$ cat src/hw/rtl/bep_pkg.sv
// bep_pkg: constants, phase codes and result type of the bmp envelope header parser
// no dependencies; used by the top level and the testbench
package bep_pkg;

  // longest name kept is NAME_MAX_BYTES-1 bytes
  localparam int NAME_MAX_BYTES = 32;
  localparam logic [15:0] NAME_KEEP = 16'(NAME_MAX_BYTES - 1);

  localparam logic [17:0] OFF_MAX = 18'h3FFFF;

  // parse phases
  localparam logic [4:0] PH_START    = 5'd0;
  localparam logic [4:0] PH_TEXT     = 5'd1;
  localparam logic [4:0] PH_MAGIC    = 5'd2;
  localparam logic [4:0] PH_VER      = 5'd3;
  localparam logic [4:0] PH_SKIP     = 5'd4;
  localparam logic [4:0] PH_FLAGS    = 5'd5;
  localparam logic [4:0] PH_TYPE     = 5'd6;
  localparam logic [4:0] PH_SEC      = 5'd7;
  localparam logic [4:0] PH_USEC     = 5'd8;
  localparam logic [4:0] PH_CHASH    = 5'd9;
  localparam logic [4:0] PH_CLEN     = 5'd10;
  localparam logic [4:0] PH_CNAME    = 5'd11;
  localparam logic [4:0] PH_RHASH    = 5'd12;
  localparam logic [4:0] PH_RADDR    = 5'd13;
  localparam logic [4:0] PH_RLEN     = 5'd14;
  localparam logic [4:0] PH_RNAME    = 5'd15;
  localparam logic [4:0] PH_ROWS     = 5'd16;
  localparam logic [4:0] PH_RAW      = 5'd17;
  localparam logic [4:0] PH_TEXTDONE = 5'd18;
  localparam logic [4:0] PH_KEPT     = 5'd19;
  localparam logic [4:0] PH_UNWANTED = 5'd20;

  // result kinds
  localparam logic [1:0] KIND_CNAME   = 2'd0;
  localparam logic [1:0] KIND_RNAME   = 2'd1;
  localparam logic [1:0] KIND_RADDR   = 2'd2;
  localparam logic [1:0] KIND_VERDICT = 2'd3;

  // verdicts
  localparam logic [2:0] VERDICT_RAW      = 3'd0;
  localparam logic [2:0] VERDICT_TEXT     = 3'd1;
  localparam logic [2:0] VERDICT_KEPT     = 3'd2;
  localparam logic [2:0] VERDICT_UNWANTED = 3'd3;
  localparam logic [2:0] VERDICT_TRUNC    = 3'd4;

  // header bytes
  localparam logic [7:0] CHAR_V        = 8'h56;
  localparam logic [7:0] CHAR_NL       = 8'h0A;
  localparam logic [3:0][7:0] MAGIC    = {8'h50, 8'h4D, 8'h42, 8'h4F}; // "OBMP", [0] first
  localparam logic [7:0] VER_MAJOR     = 8'd1;
  localparam logic [7:0] VER_MINOR     = 8'd7;
  localparam int         FLAG_ROUTER   = 7;  // 0x80
  localparam int         FLAG_V6       = 6;  // 0x40
  localparam logic [7:0] OBJ_TYPE      = 8'd12;
  localparam logic [15:0] ADDR_V4_LEN  = 16'd4;
  localparam logic [15:0] ADDR_LEN     = 16'd16;
  localparam logic [15:0] HASH_LEN     = 16'd16;

  typedef struct packed {
    logic [1:0]  result_kind;
    logic [7:0]  out_byte;
    logic [2:0]  verdict;
    logic [17:0] header_length;
    logic [31:0] time_seconds;
    logic [31:0] time_microseconds;
    logic        router_is_ipv6;
    logic [15:0] collector_name_length;
    logic [15:0] router_name_length;
    logic        last_of_run;
  } result_t;

endpackage

$ cat src/hw/rtl/bep_channel_if.sv
// bep_in_if and bep_out_if: valid/ready channels of the envelope header parser
// no dependencies
interface bep_in_if;
  logic       valid;
  logic       ready;
  logic [7:0] in_byte;
  logic       end_of_buffer;

  modport source(output valid, output in_byte, output end_of_buffer, input ready);
  modport sink(input valid, input in_byte, input end_of_buffer, output ready);
endinterface

interface bep_out_if;
  logic        valid;
  logic        ready;
  logic [1:0]  result_kind;
  logic [7:0]  out_byte;
  logic [2:0]  verdict;
  logic [17:0] header_length;
  logic [31:0] time_seconds;
  logic [31:0] time_microseconds;
  logic        router_is_ipv6;
  logic [15:0] collector_name_length;
  logic [15:0] router_name_length;
  logic        last_of_run;

  modport source(output valid, output result_kind, output out_byte, output verdict,
                 output header_length, output time_seconds, output time_microseconds,
                 output router_is_ipv6, output collector_name_length,
                 output router_name_length, output last_of_run, input ready);
  modport sink(input valid, input result_kind, input out_byte, input verdict,
               input header_length, input time_seconds, input time_microseconds,
               input router_is_ipv6, input collector_name_length,
               input router_name_length, input last_of_run, output ready);
endinterface

$ cat src/hw/rtl/bmp_envelope_header_parser_top.sv
// bmp_envelope_header_parser_top: byte-serial classifier of the envelope in front of a bmp message
// depends on bep_pkg and on bep_in_if / bep_out_if (bep_channel_if.sv)
//
// Takes one buffer byte per request on in_if, with end_of_buffer on the last byte of the
// buffer. Each byte is parsed in the cycle it is accepted: the phase and field registers
// step, and the results it causes (a collector name, router name or router address byte,
// and on the last byte a verdict with header length and timestamps) go into a three-entry
// result queue that feeds out_if one request per cycle while out_if is ready. The input
// is ready while the queue holds at most one result, so with out_if always ready the block
// runs at one byte per cycle, and a byte that causes two results (a name or address byte
// on the final byte of a buffer) holds the input off while the queue drains. After the
// verdict all parse state returns to its reset value, ready for the next buffer.
module bmp_envelope_header_parser_top (
  input  logic      clk,
  input  logic      rst_n,
  bep_in_if.sink    in_if,
  bep_out_if.source out_if
);

  // parse state
  logic [4:0]  phase_r, phase_nxt;
  logic [15:0] fc_r, fc_nxt;         // byte index within the current field
  logic [17:0] off_r, off_nxt;       // buffer offset, saturating
  logic [1:0]  nl_r, nl_nxt;         // newlines in a row in a text header
  logic [7:0]  hf_r, hf_nxt;         // major version, then header flags
  logic [31:0] sec_r, sec_nxt;
  logic [31:0] usec_r, usec_nxt;
  logic [15:0] clen_r, clen_nxt;
  logic [15:0] rlen_r, rlen_nxt;

  // result queue, head at entry 0
  bep_pkg::result_t q_r [3];
  bep_pkg::result_t q_nxt [3];
  bep_pkg::result_t q_sh [3];
  logic [1:0] cnt_r, cnt_nxt;

  logic       acc;
  logic       pop;
  logic [7:0] b;
  logic       eob;
  logic       given;
  logic       adv;
  logic       emit;
  logic [1:0] emit_kind;
  logic [15:0] fc_inc;
  logic [4:0]  ph_step;
  logic [2:0]  vd;
  logic [17:0] hl;
  logic        info;
  bep_pkg::result_t r_byte, r_verd, r0, r1;
  logic [1:0] npush;
  logic [1:0] base;

  // bytes in each fixed field; name fields take their declared lengths
  function automatic logic [15:0] phase_length(input logic [4:0] ph,
                                               input logic [15:0] cl,
                                               input logic [15:0] rl);
    logic [15:0] len;
    case (ph)
      bep_pkg::PH_MAGIC: len = 16'd4;
      bep_pkg::PH_VER:   len = 16'd2;
      bep_pkg::PH_SKIP:  len = 16'd6;
      bep_pkg::PH_FLAGS: len = 16'd1;
      bep_pkg::PH_TYPE:  len = 16'd1;
      bep_pkg::PH_SEC:   len = 16'd4;
      bep_pkg::PH_USEC:  len = 16'd4;
      bep_pkg::PH_CHASH: len = bep_pkg::HASH_LEN;
      bep_pkg::PH_CLEN:  len = 16'd2;
      bep_pkg::PH_CNAME: len = cl;
      bep_pkg::PH_RHASH: len = bep_pkg::HASH_LEN;
      bep_pkg::PH_RADDR: len = bep_pkg::ADDR_LEN;
      bep_pkg::PH_RLEN:  len = 16'd2;
      bep_pkg::PH_RNAME: len = rl;
      default:           len = 16'd4;
    endcase
    return len;
  endfunction

  assign b     = in_if.in_byte;
  assign eob   = in_if.end_of_buffer;
  // input stays open while the queue can take two more results
  assign in_if.ready = (cnt_r <= 2'd1);
  assign acc   = in_if.valid && in_if.ready;
  assign pop   = out_if.valid && out_if.ready;
  // header outcome already decided
  assign given = (phase_r >= bep_pkg::PH_RAW);

  // per-byte parse step
  always_comb begin
    phase_nxt = phase_r;
    fc_nxt    = fc_r;
    off_nxt   = off_r;
    nl_nxt    = nl_r;
    hf_nxt    = hf_r;
    sec_nxt   = sec_r;
    usec_nxt  = usec_r;
    clen_nxt  = clen_r;
    rlen_nxt  = rlen_r;
    adv       = 1'b0;
    emit      = 1'b0;
    emit_kind = bep_pkg::KIND_CNAME;
    fc_inc    = fc_r + 16'd1;
    ph_step   = phase_r + 5'd1;

    // offset keeps counting through an unwanted header to give the buffer length
    if (!(given && phase_r != bep_pkg::PH_UNWANTED) && off_r < bep_pkg::OFF_MAX) begin
      off_nxt = off_r + 18'd1;
    end

    if (!given) begin
      case (phase_r)
        bep_pkg::PH_START: begin
          if (b == bep_pkg::CHAR_V) begin
            phase_nxt = bep_pkg::PH_TEXT;
            nl_nxt    = 2'd0;
          end else if (b == bep_pkg::MAGIC[0]) begin
            phase_nxt = bep_pkg::PH_MAGIC;
            fc_nxt    = 16'd1;
          end else begin
            phase_nxt = bep_pkg::PH_RAW;
          end
        end
        bep_pkg::PH_TEXT: begin
          // header ends on the byte after the blank line, which is payload
          if (nl_r >= 2'd2) begin
            phase_nxt = bep_pkg::PH_TEXTDONE;
            off_nxt   = off_r;
          end else begin
            nl_nxt = (b == bep_pkg::CHAR_NL) ? nl_r + 2'd1 : 2'd0;
          end
        end
        bep_pkg::PH_MAGIC: begin
          if (b != bep_pkg::MAGIC[fc_r[1:0]]) begin
            phase_nxt = bep_pkg::PH_RAW;
          end else begin
            adv = 1'b1;
          end
        end
        bep_pkg::PH_VER: begin
          if (fc_r == 16'd0) begin
            hf_nxt = b;
            adv    = 1'b1;
          end else if (hf_r != bep_pkg::VER_MAJOR || b != bep_pkg::VER_MINOR) begin
            phase_nxt = bep_pkg::PH_UNWANTED;
          end else begin
            hf_nxt = 8'd0;
            adv    = 1'b1;
          end
        end
        bep_pkg::PH_FLAGS: begin
          hf_nxt = b;
          if (!b[bep_pkg::FLAG_ROUTER]) begin
            phase_nxt = bep_pkg::PH_UNWANTED;
          end else begin
            adv = 1'b1;
          end
        end
        bep_pkg::PH_TYPE: begin
          if (b != bep_pkg::OBJ_TYPE) begin
            phase_nxt = bep_pkg::PH_UNWANTED;
          end else begin
            adv = 1'b1;
          end
        end
        bep_pkg::PH_SEC: begin
          sec_nxt = {sec_r[23:0], b};
          adv     = 1'b1;
        end
        bep_pkg::PH_USEC: begin
          usec_nxt = {usec_r[23:0], b};
          adv      = 1'b1;
        end
        bep_pkg::PH_CLEN: begin
          clen_nxt = {clen_r[7:0], b};
          adv      = 1'b1;
        end
        bep_pkg::PH_RLEN: begin
          rlen_nxt = {rlen_r[7:0], b};
          adv      = 1'b1;
        end
        bep_pkg::PH_CNAME: begin
          emit      = (fc_r < bep_pkg::NAME_KEEP);
          emit_kind = bep_pkg::KIND_CNAME;
          adv       = 1'b1;
        end
        bep_pkg::PH_RNAME: begin
          emit      = (fc_r < bep_pkg::NAME_KEEP);
          emit_kind = bep_pkg::KIND_RNAME;
          adv       = 1'b1;
        end
        bep_pkg::PH_RADDR: begin
          // ipv4 address sits in the first four bytes of the field
          emit      = hf_r[bep_pkg::FLAG_V6] || (fc_r < bep_pkg::ADDR_V4_LEN);
          emit_kind = bep_pkg::KIND_RADDR;
          adv       = 1'b1;
        end
        default: begin
          adv = 1'b1;
        end
      endcase
    end

    // field done: move on, skipping empty names
    if (adv) begin
      if (fc_inc < phase_length(phase_r, clen_nxt, rlen_nxt)) begin
        fc_nxt = fc_inc;
      end else begin
        fc_nxt = 16'd0;
        if (phase_r == bep_pkg::PH_ROWS) begin
          phase_nxt = bep_pkg::PH_KEPT;
        end else begin
          if (ph_step == bep_pkg::PH_CNAME && clen_nxt == 16'd0) begin
            ph_step = bep_pkg::PH_RHASH;
          end
          if (ph_step == bep_pkg::PH_RNAME && rlen_nxt == 16'd0) begin
            ph_step = bep_pkg::PH_ROWS;
          end
          phase_nxt = ph_step;
        end
      end
    end
  end

  // verdict from the state after this byte
  always_comb begin
    vd   = bep_pkg::VERDICT_TRUNC;
    hl   = 18'd0;
    info = 1'b0;
    if (off_nxt < 18'd4) begin
      vd = bep_pkg::VERDICT_RAW;
    end else if (phase_nxt inside {bep_pkg::PH_RAW, bep_pkg::PH_TEXT, bep_pkg::PH_START}) begin
      vd = bep_pkg::VERDICT_RAW;
    end else if (phase_nxt == bep_pkg::PH_TEXTDONE) begin
      vd = bep_pkg::VERDICT_TEXT;
      hl = off_nxt;
    end else if (phase_nxt == bep_pkg::PH_KEPT) begin
      vd   = bep_pkg::VERDICT_KEPT;
      hl   = off_nxt;
      info = 1'b1;
    end else if (phase_nxt == bep_pkg::PH_UNWANTED) begin
      vd = bep_pkg::VERDICT_UNWANTED;
      hl = off_nxt;
    end
  end

  // build the results of this byte
  always_comb begin
    r_byte = '0;
    r_byte.result_kind = emit_kind;
    r_byte.out_byte    = b;
    r_byte.last_of_run = !eob;

    r_verd = '0;
    r_verd.result_kind   = bep_pkg::KIND_VERDICT;
    r_verd.verdict       = vd;
    r_verd.header_length = hl;
    r_verd.last_of_run   = 1'b1;
    if (info) begin
      r_verd.time_seconds          = sec_nxt;
      r_verd.time_microseconds     = usec_nxt;
      r_verd.router_is_ipv6        = hf_nxt[bep_pkg::FLAG_V6];
      r_verd.collector_name_length = clen_nxt;
      r_verd.router_name_length    = rlen_nxt;
    end

    r0    = emit ? r_byte : r_verd;
    r1    = r_verd;
    npush = acc ? ({1'b0, emit} + {1'b0, eob}) : 2'd0;
  end

  // queue: drop head on pop, append new results behind what is left
  always_comb begin
    q_sh[0] = q_r[1];
    q_sh[1] = q_r[2];
    q_sh[2] = q_r[2];
    base    = cnt_r - {1'b0, pop};
    for (int i = 0; i < 3; i++) begin
      if (2'(i) < base) begin
        q_nxt[i] = pop ? q_sh[i] : q_r[i];
      end else if ((2'(i) - base) < npush) begin
        q_nxt[i] = (2'(i) == base) ? r0 : r1;
      end else begin
        q_nxt[i] = q_r[i];
      end
    end
    cnt_nxt = base + npush;
  end

  always_ff @(posedge clk) begin
    if (!rst_n) begin
      cnt_r   <= 2'd0;
      phase_r <= bep_pkg::PH_START;
      fc_r    <= 16'd0;
      off_r   <= 18'd0;
      nl_r    <= 2'd0;
      hf_r    <= 8'd0;
      sec_r   <= 32'd0;
      usec_r  <= 32'd0;
      clen_r  <= 16'd0;
      rlen_r  <= 16'd0;
    end else begin
      cnt_r <= cnt_nxt;
      if (acc) begin
        if (eob) begin
          // buffer done: back to the start for the next one
          phase_r <= bep_pkg::PH_START;
          fc_r    <= 16'd0;
          off_r   <= 18'd0;
          nl_r    <= 2'd0;
          hf_r    <= 8'd0;
          sec_r   <= 32'd0;
          usec_r  <= 32'd0;
          clen_r  <= 16'd0;
          rlen_r  <= 16'd0;
        end else begin
          phase_r <= phase_nxt;
          fc_r    <= fc_nxt;
          off_r   <= off_nxt;
          nl_r    <= nl_nxt;
          hf_r    <= hf_nxt;
          sec_r   <= sec_nxt;
          usec_r  <= usec_nxt;
          clen_r  <= clen_nxt;
          rlen_r  <= rlen_nxt;
        end
      end
    end
  end

  // queue payload, no reset
  always_ff @(posedge clk) begin
    for (int i = 0; i < 3; i++) begin
      q_r[i] <= q_nxt[i];
    end
  end

  assign out_if.valid                 = (cnt_r != 2'd0);
  assign out_if.result_kind           = q_r[0].result_kind;
  assign out_if.out_byte              = q_r[0].out_byte;
  assign out_if.verdict               = q_r[0].verdict;
  assign out_if.header_length         = q_r[0].header_length;
  assign out_if.time_seconds          = q_r[0].time_seconds;
  assign out_if.time_microseconds     = q_r[0].time_microseconds;
  assign out_if.router_is_ipv6        = q_r[0].router_is_ipv6;
  assign out_if.collector_name_length = q_r[0].collector_name_length;
  assign out_if.router_name_length    = q_r[0].router_name_length;
  assign out_if.last_of_run           = q_r[0].last_of_run;

  // a byte is only taken while the queue has room for two results
  a_room: assert property (@(posedge clk) disable iff (!rst_n)
    acc |-> cnt_r <= 2'd1)
    else $error("byte accepted with result queue too full");

  // the last byte of a buffer leaves the parser at its start state
  a_buf_reset: assert property (@(posedge clk) disable iff (!rst_n)
    (acc && eob) |=> (phase_r == bep_pkg::PH_START && off_r == 18'd0 && fc_r == 16'd0))
    else $error("parse state not cleared after end of buffer");

  // a verdict always closes the run of its byte
  a_verdict_last: assert property (@(posedge clk) disable iff (!rst_n)
    (out_if.valid && out_if.result_kind == bep_pkg::KIND_VERDICT) |-> out_if.last_of_run)
    else $error("verdict not marked last of run");

  // phase stays within the defined codes, newline run never passes two
  a_phase_range: assert property (@(posedge clk) disable iff (!rst_n)
    (phase_r <= bep_pkg::PH_UNWANTED) && (nl_r <= 2'd2))
    else $error("parse phase or newline run out of range");

  // header values are only reported on a kept verdict
  a_info_kept: assert property (@(posedge clk) disable iff (!rst_n)
    (out_if.valid && out_if.verdict != bep_pkg::VERDICT_KEPT)
      |-> (out_if.collector_name_length == 16'd0 && out_if.router_is_ipv6 == 1'b0))
    else $error("header values on a result other than a kept verdict");

endmodule

$ cat src/flat_wrapper.sv
// flat-port wrapper written by rule: the top's interface ports become plain ports
module bmp_envelope_header_parser_top_flat 
  (clk, rst_n, in_if_valid, in_if_in_byte, in_if_end_of_buffer, in_if_ready, out_if_valid, out_if_result_kind, out_if_out_byte, out_if_verdict, out_if_header_length, out_if_time_seconds, out_if_time_microseconds, out_if_router_is_ipv6, out_if_collector_name_length, out_if_router_name_length, out_if_last_of_run, out_if_ready);
  bep_in_if in_if_i ();
  bep_out_if out_if_i ();
  input  logic clk;
  input  logic rst_n;
  input wire logic [$bits(in_if_i.valid)-1:0] in_if_valid;
  input wire logic [$bits(in_if_i.in_byte)-1:0] in_if_in_byte;
  input wire logic [$bits(in_if_i.end_of_buffer)-1:0] in_if_end_of_buffer;
  output wire logic [$bits(in_if_i.ready)-1:0] in_if_ready;
  output wire logic [$bits(out_if_i.valid)-1:0] out_if_valid;
  output wire logic [$bits(out_if_i.result_kind)-1:0] out_if_result_kind;
  output wire logic [$bits(out_if_i.out_byte)-1:0] out_if_out_byte;
  output wire logic [$bits(out_if_i.verdict)-1:0] out_if_verdict;
  output wire logic [$bits(out_if_i.header_length)-1:0] out_if_header_length;
  output wire logic [$bits(out_if_i.time_seconds)-1:0] out_if_time_seconds;
  output wire logic [$bits(out_if_i.time_microseconds)-1:0] out_if_time_microseconds;
  output wire logic [$bits(out_if_i.router_is_ipv6)-1:0] out_if_router_is_ipv6;
  output wire logic [$bits(out_if_i.collector_name_length)-1:0] out_if_collector_name_length;
  output wire logic [$bits(out_if_i.router_name_length)-1:0] out_if_router_name_length;
  output wire logic [$bits(out_if_i.last_of_run)-1:0] out_if_last_of_run;
  input wire logic [$bits(out_if_i.ready)-1:0] out_if_ready;
  assign in_if_i.valid = in_if_valid;
  assign in_if_i.in_byte = in_if_in_byte;
  assign in_if_i.end_of_buffer = in_if_end_of_buffer;
  assign in_if_ready = in_if_i.ready;
  assign out_if_valid = out_if_i.valid;
  assign out_if_result_kind = out_if_i.result_kind;
  assign out_if_out_byte = out_if_i.out_byte;
  assign out_if_verdict = out_if_i.verdict;
  assign out_if_header_length = out_if_i.header_length;
  assign out_if_time_seconds = out_if_i.time_seconds;
  assign out_if_time_microseconds = out_if_i.time_microseconds;
  assign out_if_router_is_ipv6 = out_if_i.router_is_ipv6;
  assign out_if_collector_name_length = out_if_i.collector_name_length;
  assign out_if_router_name_length = out_if_i.router_name_length;
  assign out_if_last_of_run = out_if_i.last_of_run;
  assign out_if_i.ready = out_if_ready;
  bmp_envelope_header_parser_top u_core (.clk(clk), .rst_n(rst_n), .in_if(in_if_i), .out_if(out_if_i));
endmodule
$ cat config.mk
export PLATFORM = sky130hd
export DESIGN_NAME = bmp_envelope_header_parser_top_flat
export DESIGN_NICKNAME = d
export VERILOG_FILES = /design/src/hw/rtl/bep_pkg.sv /design/src/hw/rtl/bep_channel_if.sv /design/src/hw/rtl/bmp_envelope_header_parser_top.sv /design/src/flat_wrapper.sv
export SDC_FILE = /design/constraint.sdc
export NUM_CORES = 1
export LEC_CHECK = 0
export ABC_AREA = 1
export BUFFER_PORTS_ARGS = -buffer_cell sky130_fd_sc_hd__buf_2
export CORE_UTILIZATION = 62
export CTS_CLUSTER_SIZE = 24
export DETAILED_ROUTE_END_ITERATION = 8
export HOLD_SLACK_MARGIN = 0.05
export PLACE_DENSITY_LB_ADDON = 0.12
export SLEW_MARGIN = 0
export SYNTH_ARGS = -nofsm -noshare
export SYNTH_HDL_FRONTEND = slang
export SYNTH_SLANG_ARGS = --single-unit
$ cat constraint.sdc
create_clock -name clk -period 18 [get_ports clk]
set_input_delay 3.6 -clock clk [delete_from_list [all_inputs] [get_ports clk]]
set_output_delay 3.6 -clock clk [all_outputs]
set_load 0.03 [all_outputs]
# Yosys cells after proc, flatten, opt, wreduce, memory -nomap -nowiden
# Memories as Yosys holds them, arrays and structs flattened.
# Index checks and enable logic that the tools add are counted.
[op_classes]
mul = 0
n_reduce_logical = 30
order_cmp = 15
add_sub_neg = 10
bitwise = 0
eq_ne = 39
div = 0
shift = 0
muxes = 97
[op_table]
columns = ["operator", "n"]
rows = [
  ["129-bit 2-to-1 mux", 12],
  ["16-bit 2-to-1 mux", 14],
  ["32-bit 2-to-1 mux", 6],
  ["18-bit 2-to-1 mux", 10],
  ["97-bit 2-to-1 mux", 1],
  ["16-bit one-hot mux with 6 select lines", 1],
  ["5-bit 2-to-1 mux", 18],
  ["5-bit by 4-bit equality test with 1-bit output (second input constant)", 10],
  ["16-bit logical NOT", 3],
  ["8-bit 2-to-1 mux", 5],
  ["5-bit one-hot mux with 6 select lines", 1],
  ["5-bit equality test (second input constant)", 5],
  ["5-bit by 3-bit equality test with 1-bit output (second input constant)", 4],
  ["18-bit by 1-bit adder with 18-bit output (second input constant)", 1],
  ["18-bit < comparator (second input constant)", 1],
  ["18-bit by 3-bit < comparator with 1-bit output (second input constant)", 1],
  ["16-bit by 1-bit adder with 16-bit output (second input constant)", 1],
  ["8-bit binary-select mux with 2-bit select", 1],
  ["8-bit by 7-bit equality test with 1-bit output (second input constant)", 2],
  ["16-bit < comparator", 1],
  ["16-bit by 3-bit < comparator with 1-bit output (second input constant)", 1],
  ["16-bit by 5-bit < comparator with 1-bit output (second input constant)", 1],
  ["8-bit one-hot mux with 2 select lines", 1],
  ["3-bit 2-to-1 mux", 5],
  ["other kinds (44)", 85],
]
[word_totals]
mem_count = 1
rom_bits = 0
output_inout_bits = 131
ram_bits = 387
register_bits = 147
elab_cells = 203
latchBits = 0
[mem_list]
columns = ["name", "words", "word_bits", "read_ports", "rd_ports_with_merged_regs", "write_ports", "line", "rtl"]
rows = [
  ["u_core.q_r", 3, 129, 3, 0, 3, "bmp_envelope_header_parser_top.sv:32", "bep_pkg::result_t q_r [3];"],
]

# Logic depth before layout (Yosys ltp)
[depth]
ltp_word = 26
ltp_mapped = 31
mapped_depth_nobuf = 30

# Worst setup path after synthesis
# Ideal clock, no wire load.
[synth_path]
path_kind = "input-to-reg"
from = "input port out_if_ready"
to = "memory u_core.q_r[0][258] in the netlist's numbering (enable)"
required_time_ns = 17.191
setup_ns = 0.809
path_stages = 11
n_path_buf = 2
arrival_time_ns = 14.932
slack_ns = 2.260
path_cell_list = "nand2_1 -> inv_1 -> ha_1 -> or2_2 -> nand2_1 -> inv_1 -> clkbuf_1 -> clkbuf_1 -> ha_1 -> ha_1 -> a211oi_1"
[synth_lines]
columns = ["item", "line", "rtl"]
rows = [
  ["start, declared", "flat_wrapper.sv:23", "input wire logic [$bits(out_if_i.ready)-1:0] out_if_ready;"],
  ["end, declared", "bmp_envelope_header_parser_top.sv:32", ""],
]

==> flow_summary.yaml <==
outcome:
  status: "complete, no violations"
pwr:
  p_leak_nw: 11.5
  ir_drop_uv: 351
  pwr_density_cell_nw_per_um2: 176
  power_mw: 5.00
clock_network:
  postCtsResizedCells: 0
  cts_tree: "done"
  cts_root_buf: "clkbuf_16"
  clock-sinks: 534
  numCtsBuffers: 55
  clk_latency_ps: 610
  post-cts-setup-buffers: 0
  cts_hold_buf: 0
  path_clk_slew_ps: 60
  cts_buffer_depth: 3
  cts-htree-levels: 2
floorplanning:
  core-area_um2: 42100
  ios: 144
  die_h_um: 209
  initial_core_util_pct: 63.1
  rows: 75
  dieArea_um2: 43700
  die_x_um: 209
place:
  dp_hpwl_um: 39600
  dp_slack_ps: 9180
  gp_congestion: 0.938
  place_area_um2: 26500
  numPortBuffers: 143
synth:
  netlist_instances: 3094
  syn_avg_cell_area_um2: 8.59
  ys_ff_latch: 534
  synthFlopType: "edfxtp_1"
  yosys_warnings: 0
  synth_cell_types: 46
  synth_edf_count: 387
  async_flop_share_pct: 0
  syn-num-nets: 3144
  netlist_area_um2: 26600
  synth-seq-area-share_pct: 54.8
worst_setup_path:
  critPathMaxStageDelay_ps: 920
  critPathCaptureType: "register"
  crit_chain: "buf_2 > inv_1 > nor2_1 > a21oi_2 > o22ai_1 > inv_1 > ha_1 > nand2_1 > nor2_1 > a211oi_1 > nand2_1 > nand2_1 > nand2_2 > nand2_1 > nand2_1 > nand2_1 > nor2_1 > nand3_4 > buf_4 > buf_4 > nor2_1 > nand2_1 > nand2_1"
  cp.required_ps: 18370
  worstReg2RegStart: "u_core.phase_r[0]"
  slowest_stage: "buf_4"
  arrival_ps: 8600
  path_buf_inv: 5
  cp_top_family: "buffers and inverters"
  path_common_cell: "nand2_1"
  path_class: "in2reg"
  crit_path_start: "in_if_in_byte[7]"
  start_kind: "input port"
  path_max_fanout: 75
finish:
  final_cell_mix: "1,019 x nand2_1, 387 x edfxtp_1, 303 x inv_1"
  num-nets-final: 3080
  drive_gt1_share_pct: 12.1
  regArea_um2: 14600
  syn_to_final_growth_pct: 6.92
  final_area_um2: 28400
  layout_commonest_cell: "nand2_1"
  n_antenna_cell: 0
  fill_cells: 3389
  multiInputGateArea_um2: 9210
grt:
  grt.overflow.total: 0
  grt_max_degree: 104
  grt_pass1_wl_um: 101000
  grt_use_total_pct: 29.2
  antenna_found_initial: 0
  first_global_vias: 19100
routing:
  drt-initial-drc-count: 1851
  routed_wirelength_um: 63700
  postRouteAntennaNets: 0
  drtPass1Iterations: 7
  viasPerCell: 5.56
  route.detailed.drc: 0
  vias: 20100
  wl_per_cell_um: 17.6
sta:
  timing.setup.tns_ps: 0
  slew_headroom_pct: 14.1
  fin_crit_sh_pct: 45.7
  skew_ps: 16.0
  setup_viol: 0
  rsz0062_at_grt: "false"
  slew_viol_final: 0
  period_minus_slack_ps: 8230
  worstMarginPinSlew_ps: 1290
  hold_viol: 0
  setup_slack_ps: 9770
  fmax_mhz: 121
hold_path:
  hold_class: "reg2reg"
  hold_path_startpoint: "u_core.hf_r[0]"
flow_run:
  maxCapViolCount: 0
==> final cells by class <==
class | instances | area share (%)
Clock buffer | 72 | 5.35
Clock inverter | 32 | 1.28
Inverter | 318 | 4.24
Multi-Input combinational cell | 1954 | 32.4
Sequential cell | 534 | 51.2
Tap cell | 539 | 2.37
Timing Repair Buffer | 167 | 3.15
==> flip-flops by register name (all words and copies together), names as in the netlist <==
signal,flops
u_core.hf_r,8
u_core.q_r,387
u_core.clen_r,16
u_core.fc_r,16
u_core.rlen_r,16
u_core.nl_r,2
u_core.phase_r,5
u_core.cnt_r,2
u_core.off_r,18
u_core.usec_r,32
u_core.sec_r,32
==> tightest hold or removal path: cells and delay by family, from the launching register on <==
kind,cells,cell delay (ps)
AOI/OAI and AO/OA,1,60
buffers and inverters,1,60
DFF,1,300
==> logic make-up (layout without fill, tap and decap cells) <==
kind of cell / after synthesis / after routing / synth area share [%]
AO/OA/AOI/OAI: 330 / 330 / 7.32
buffers and inverters: 606 / 589 / 10.8
AND/OR/NAND/NOR: 1558 / 1558 / 24.4
flip-flops: 534 / 534 / 54.8
XOR/XNOR: 29 / 29 / 0.955
adder cells (fa/ha/maj): 37 / 37 / 1.77
==> power by group <==
group / switching [mW] / total (mW) / internal, mW
clock network: 0.484 / 1.18 / 0.697
logic: 1.40 / 1.71 / 0.313
registers: 0.105 / 2.11 / 2.01
total: 1.99 / 5.00 / 3.02
==> per-layer routing <==
metal | up-vias | part of all wire, % | track usage [%]
met2 | 651 | 47 | 47.9
met4 | 0 | 2.0 | 8.19
met5 | - | 0 | 0
met3 | 86 | 6.5 | 4.01
li1 | 9847 | - | -
met1 | 9532 | 44 | 40.7
==> cell usage after synthesis (all sizes together) (2+ instances only) <==
cell type	n	area, um^2
xnor2	4	35.0
a31oi	3	18.8
o31ai	8	60.1
nor3	124	621
clkbuf	121	454
o2111ai	2	17.5
xor2	25	219
inv	315	1180
nand3	66	340
nand3b	3	22.5
o21ai	115	639
or2	3	18.8
nor2	290	1320
a211oi	8	60.1
dfxtp	147	2940
edfxtp	387	11600
o21a	8	60.1
a22oi	2	15.0
ha	36	450
nand4	43	269
nor4	4	25.0
a21oi	81	413
buf	167	1220
clkinv	3	11.3
o22ai	96	601
a221oi	3	26.3
nand2	1023	3850
==> through the flow <==
stage | hold WS [ps] | utilization [%] | instances
after CTS | 466 | 67.5 | 3616
after global routing | 482 | 67.5 | 3616
after global placement | 452 | 63.0 | 3512
after detailed placement | 455 | 63.0 | 3512
final | 465 | 67.5 | 3616
after floorplan | 438 | - | 3094
==> worst paths after layout <==
check / endpoint / slack [ps] / depth (start not counted)
worst max-delay path: u_core.q_r[0][226] / 9770 / 23
worst min-delay path: u_core.hf_r[0] / 470 / 2
worst max register to register: u_core.q_r[0][226] / 11160 / 25
worst min register to register: u_core.hf_r[0] / 470 / 2
Power figures use the tool's default switching activity.
